<file path="config.mk">
export PLATFORM = sky130hd
export DESIGN_NAME = otsu_smul
export DESIGN_NICKNAME = d
export VERILOG_FILES = /design/src/hw/rtl/otsu_pkg.sv /design/src/hw/rtl/otsu_smul.sv
export SDC_FILE = /design/constraint.sdc
export NUM_CORES = 1
export LEC_CHECK = 0
export BUFFER_PORTS_ARGS = -buffer_cell sky130_fd_sc_hd__buf_2
export CORE_MARGIN = 2
export CORE_UTILIZATION = 28
export DETAILED_ROUTE_END_ITERATION = 12
export GPL_ROUTABILITY_DRIVEN = 0
export GPL_TIMING_DRIVEN = 1
export PLACE_DENSITY = 0.52
export SETUP_SLACK_MARGIN = 0.02
export SLEW_MARGIN = 10
export SYNTH_ARGS = -nofsm -noshare
export SYNTH_HDL_FRONTEND = slang
export SYNTH_SLANG_ARGS = --single-unit
</file>
<file path="constraint.sdc">
create_clock -name i_clk -period 4.59 [get_ports i_clk]
set_input_delay 0.6885 -clock i_clk [delete_from_list [all_inputs] [get_ports i_clk]]
set_output_delay 0.6885 -clock i_clk [all_outputs]
set_load 0.005 [all_outputs]
</file>
<file path="src/hw/rtl/otsu_pkg.sv">
// Shared constants for the Otsu threshold block.
// No dependencies; used by the top level and the serial multiplier.
package otsu_pkg;
    localparam int BIN_N  = 256;
    localparam int BIN_W  = 8;
    localparam int CNT_W  = 21;
    localparam int SUM_W  = CNT_W + BIN_W;
    localparam int DIFF_W = SUM_W + CNT_W;
    localparam int DEN_W  = 2 * CNT_W;
    localparam int MC_W   = 2 * DIFF_W;
    localparam int MP_W   = DIFF_W;
    localparam int PROD_W = MC_W + MP_W;
    localparam int TSUM_W = 15;
    localparam int TCNT_W = 9;
    localparam logic [CNT_W-1:0] CAP = {CNT_W{1'b1}};
endpackage

</file>
<file path="src/hw/rtl/otsu_smul.sv">
// Shift-add serial multiplier, one multiplier bit per cycle.
// Depends on otsu_pkg for operand widths.
module otsu_smul import otsu_pkg::*; (
    input  logic              i_clk,
    input  logic              i_rst_n,
    input  logic              i_start,
    input  logic [MC_W-1:0]   i_mcand,
    input  logic [MP_W-1:0]   i_mplier,
    output logic              o_done,
    output logic [PROD_W-1:0] o_prod
);
    localparam int CW = $clog2(MP_W);

    logic              r_busy, n_busy;
    logic              r_done, n_done;
    logic [CW-1:0]     r_cnt, n_cnt;
    logic [PROD_W-1:0] r_acc, n_acc;
    logic [PROD_W-1:0] r_mc, n_mc;
    logic [MP_W-1:0]   r_mp, n_mp;

    always_comb begin
        n_busy = r_busy;
        n_done = 1'b0;
        n_cnt  = r_cnt;
        n_acc  = r_acc;
        n_mc   = r_mc;
        n_mp   = r_mp;
        if (i_start) begin
            n_busy = 1'b1;
            n_cnt  = CW'(MP_W - 1);
            n_acc  = '0;
            n_mc   = PROD_W'(i_mcand);
            n_mp   = i_mplier;
        end else if (r_busy) begin
            if (r_mp[0]) begin
                n_acc = r_acc + r_mc;
            end
            n_mc  = {r_mc[PROD_W-2:0], 1'b0};
            n_mp  = {1'b0, r_mp[MP_W-1:1]};
            n_cnt = r_cnt - 1'b1;
            if (r_cnt == '0) begin
                n_busy = 1'b0;
                n_done = 1'b1;
            end
        end
    end

    always_ff @(posedge i_clk) begin
        if (!i_rst_n) begin
            r_busy <= 1'b0;
            r_done <= 1'b0;
        end else begin
            r_busy <= n_busy;
            r_done <= n_done;
        end
        r_cnt <= n_cnt;
        r_acc <= n_acc;
        r_mc  <= n_mc;
        r_mp  <= n_mp;
    end

    assign o_done = r_done;
    assign o_prod = r_acc;
endmodule

</file>
==> results.rst <==
.. list-table::
   :header-rows: 1

   * - Metric
     - Value
   * - Result of the run
     - finished clean
   * - Post-route clock skew
     - approximately 0.019 ns
   * - Met2 Routed Length
     - 38.9 mm
   * - Number of warning messages in the yosys log
     - 0
   * - Fmax achieved
     - between 200 and 250 MHz
   * - Final layout net count
     - about 3.3k
   * - Die width
     - ~290 um
   * - CP Cell Sequence
     - ha_1, inv_1, fa_1, nand2b_1, a21oi_2, o2111ai_1, a31o_2, a311oi_2, o211ai_1, a21oi_2, o21ai_1, nor3_1, nor2b_1, or4_1, o211ai_1
   * - Type of the worst setup path
     - flip-flop to flip-flop
   * - Pin count of the biggest net entering global routing
     - between 90 and 100
   * - Routed wire length per instance
     - ~20 um
   * - Crit path buf inv count
     - 1
   * - Source-to-sink clock delay at the later pin of the worst-skew pair
     - about 0.6 ns
   * - Sequential fraction of the synthesis area
     - 37.2%
   * - Total detailed-routing wirelength
     - 81.8 mm
   * - Crit path max-delay cell type
     - sky130_fd_sc_hd__or4_1
   * - Final setup fails
     - 0
   * - Via count of the first global-routing pass
     - a little over 20k
   * - Slew at the pin closest to its max-slew limit
     - approximately 0.93 ns
   * - Pwr Total
     - 9280 uW
   * - Die Y
     - 293 um
   * - Total inserted antenna cells
     - 0
   * - TritonCTS Buffers
     - 45
   * - PD cells
     - between 300 and 400 nW/um^2
   * - Critical path capture point type
     - flip-flop
   * - Top Layer Used
     - met4
   * - Number of antenna violations at the first check in global routing
     - 0
   * - Remaining max-slew budget at the tightest pin
     - 37.8%
   * - Clock net sink count
     - between 300 and 400
   * - Cell Count, Final, Fillers Out
     - 4053
   * - R2r startpoint
     - o_prod[0]$_SDFFE_PP0P_
   * - Cell family contributing the most delay on the critical path
     - compound AO/OA/AOI/OAI gates
   * - Crit Reg-Reg Endpoint
     - o_prod[144]$_SDFFE_PP0P_
   * - Met1 layer wirelength in the final routing
     - around 36 mm
   * - CTS root buf
     - sky130_fd_sc_hd__clkbuf_16
   * - Number of unique standard cell types used by synthesis
     - just under 80
   * - Post-synthesis area per instance
     - 8.59 um^2
   * - Total gr overflow
     - 0
   * - Vias post-DR
     - approximately 21k
   * - Kind of launch point of the worst setup path
     - flip-flop
   * - # IOs
     - 304
   * - Layout cell share with drive strength beyond 1
     - between 10% and 20%
   * - 1st-iter DRT viols
     - 1452
   * - Most common cell after layout, fill and taps aside
     - sky130_fd_sc_hd__nand2_1
   * - Area of the die
     - around 86000 um^2
   * - Crit path time final
     - 4.30 ns
   * - WP data arrival
     - approximately 4.8 ns
   * - Number of buffers between clock root and the deepest sink
     - 3
   * - Summed instance area of the synthesized netlist
     - between 20000 and 25000 um^2
   * - Max Cap Viol
     - 0
   * - Synth Net Count
     - 3019
   * - Required time at the endpoint of the critical path
     - a little over 5 ns
   * - Hold/Removal Path Class
     - primary input to flip-flop
   * - Flip-flop and latch count after synthesis
     - ~360
   * - TritonCTS clock tree
     - done
   * - Number of cells on the worst reg-to-reg path
     - 15
   * - Max rail drop VDD
     - between 0.2 and 0.3 mV
   * - Gate count of the mapped netlist
     - 2714
   * - Total leakage power
     - approximately 0.011 uW
   * - Core footprint
     - about 80000 um^2
   * - Slack of the worst reg-to-reg path
     - slightly below 0.3 ns
   * - Wire length of the first global-routing pass
     - between 100 and 150 mm
   * - Effective utilization at floorplan
     - between 20% and 30%
   * - Slowest Stage Delay on Critical Path
     - between 0.4 and 0.5 ns
   * - Number of enable-type register cells in the synthesized netlist
     - 150
   * - Setup repair after global routing missed its margin
     - no
   * - Number of cells on the critical path
     - 15
   * - Length of routed met3 wiring
     - between 4 and 5 mm
   * - Share of flip-flops with an asynchronous set or reset
     - 0%
   * - All-layer global routing usage
     - between 10% and 20%
   * - Post-route setup TNS
     - 0 ns
   * - Std cell rows
     - around 110
   * - Final number of max-transition violations
     - 0
   * - Worst-path maximum fanout
     - 4
   * - Port bufs
     - 303
   * - First-pass DRT Iterations
     - 7
   * - Commonest cells after routing, fill and taps aside
     - 375 x sky130_fd_sc_hd__nand2_1, 334 x sky130_fd_sc_hd__a21oi_1, 302 x sky130_fd_sc_hd__buf_2, 221 x sky130_fd_sc_hd__nor2_1, 207 x sky130_fd_sc_hd__dfxtp_1
   * - Setup Fix Bufs, Post-CTS
     - 0
   * - Clk pin slew, worst setup/hold paths
     - 0.06 ns
   * - Area growth from synthesis to layout
     - 17.6%
   * - Number of failing hold endpoints at the final stage
     - 0
   * - Final Cycle Share
     - about 94%
   * - Total placed cells including tap cells
     - approximately 4.0k
   * - Most used DFF post-synth
     - sky130_fd_sc_hd__dfxtp_1
   * - ANT nets after route
     - 0
   * - DRC violation count after routing
     - 0
   * - Vias per cell
     - slightly above 5
   * - Cells on Worst Hold Path
     - 2
   * - HPWL reported at the end of detailed placement
     - roughly 64 mm
   * - End of the worst hold path
     - r_busy$_SDFF_PN0_
   * - Max H-tree Level
     - 2
   * - Worst Hold Launch
     - i_rst_n
report_power, final:
group	switching [uW]	total (uW)	internal, uW
Clock	1490	3580	2090
Combinational	1210	1960	752
Sequential	159	3740	3580
worst max path at each step:
stage / start / endpoint / slack (ns)
after floorplan: i_start / r_mc[0]$_SDFFCE_PN0P_ / 0.69
after global placement: o_prod[0]$_SDFFE_PP0P_ / o_prod[144]$_SDFFE_PP0P_ / 0.15
after detailed placement: o_prod[0]$_SDFFE_PP0P_ / o_prod[144]$_SDFFE_PP0P_ / -0.02
after CTS: o_prod[0]$_SDFFE_PP0P_ / o_prod[144]$_SDFFE_PP0P_ / 0.08
after global routing: o_prod[0]$_SDFFE_PP0P_ / o_prod[142]$_SDFFE_PP0P_ / 0.08
final: o_prod[0]$_SDFFE_PP0P_ / o_prod[144]$_SDFFE_PP0P_ / 0.29
final cells by class:
class / count / area, um^2
fillers: 8794 / 54800
multi-input cells: 2140 / 13900
flip-flops and latches: 358 / 8670
repair buffers: 337 / 1830
well taps: 1070 / 1340
clock buffers: 57 / 1240
inverters: 64 / 240
clock inverters: 27 / 225
repair_timing:
action	4_1_cts	5_1_grt
hold buffers	0	0
setup endpoints to repair	1	9
gates resized for setup	1	3
cells in the mapped netlist, types with 4 or more instances:
cell type | count | share of area, %
sky130_fd_sc_hd__nand2_1 | 376 | 6.1
sky130_fd_sc_hd__a21oi_1 | 336 | 7.2
sky130_fd_sc_hd__nor2_1 | 222 | 3.6
sky130_fd_sc_hd__dfxtp_1 | 208 | 18
sky130_fd_sc_hd__o21ai_0 | 193 | 4.1
sky130_fd_sc_hd__ha_1 | 151 | 8.1
sky130_fd_sc_hd__edfxtp_1 | 150 | 19
sky130_fd_sc_hd__mux2_2 | 147 | 7.1
sky130_fd_sc_hd__clkbuf_1 | 142 | 2.3
sky130_fd_sc_hd__xnor2_1 | 81 | 3.0
sky130_fd_sc_hd__nand4_1 | 79 | 2.1
sky130_fd_sc_hd__inv_1 | 64 | 1.0
sky130_fd_sc_hd__xor2_1 | 53 | 2.0
sky130_fd_sc_hd__mux2i_1 | 52 | 2.2
sky130_fd_sc_hd__a21o_1 | 47 | 1.5
sky130_fd_sc_hd__nor3_1 | 42 | 0.90
sky130_fd_sc_hd__o21bai_1 | 41 | 1.3
sky130_fd_sc_hd__nand3_1 | 39 | 0.84
sky130_fd_sc_hd__a31oi_1 | 23 | 0.62
sky130_fd_sc_hd__o21a_1 | 21 | 0.68
sky130_fd_sc_hd__o211ai_1 | 18 | 0.58
sky130_fd_sc_hd__or3_1 | 17 | 0.46
sky130_fd_sc_hd__o21ai_1 | 15 | 0.32
sky130_fd_sc_hd__a21boi_0 | 14 | 0.45
sky130_fd_sc_hd__nor2b_1 | 14 | 0.38
sky130_fd_sc_hd__and3_1 | 13 | 0.35
sky130_fd_sc_hd__a211oi_1 | 12 | 0.39
sky130_fd_sc_hd__nor4_1 | 12 | 0.32
sky130_fd_sc_hd__a221oi_1 | 10 | 0.38
sky130_fd_sc_hd__o31ai_1 | 10 | 0.32
sky130_fd_sc_hd__nand2b_1 | 9 | 0.24
sky130_fd_sc_hd__or2_2 | 9 | 0.24
sky130_fd_sc_hd__and2_1 | 8 | 0.21
sky130_fd_sc_hd__a22o_1 | 6 | 0.23
sky130_fd_sc_hd__buf_1 | 6 | 0.097
sky130_fd_sc_hd__o221ai_1 | 5 | 0.19
sky130_fd_sc_hd__or4_1 | 5 | 0.16
sky130_fd_sc_hd__o311ai_0 | 4 | 0.15
stage by stage:
step	area (um^2)	utilization [%]	setup slack [ns]	hold slack, ns
4_1_cts	27400	33.3	0.0779	0.314
6_report	27400	33.3	0.288	0.349
3_5_place_dp	25900	31.5	-0.0244	0.465
2_1_floorplan	23300	-	0.686	0.459
3_3_place_gp	25900	31.5	0.146	0.458
5_1_grt	27400	33.3	0.0834	0.347
per-layer routing:
metal,track usage (%),vias up
met5,0,-
met4,4.12,0
li1,-,10300
met1,24.3,10100
met2,31.4,559
met3,3.31,85
state kept, by name, summed over array words and instances (netlist names):
register / count
o_prod: 150
r_busy: 1
r_cnt: 6
r_mp: 50
o_done: 1
r_mc: 150
cell families after synthesis:
family / Yosys count / synth area share (%)
compound gates: 792 / 20.2
xor+xnor: 134 / 5.03
fa+ha+maj: 152 / 8.19
buf+inv: 216 / 3.50
flops: 358 / 37.2
mux: 199 / 9.33
simple gates: 863 / 16.6
Note: power is estimated with default switching activity, not from simulation.
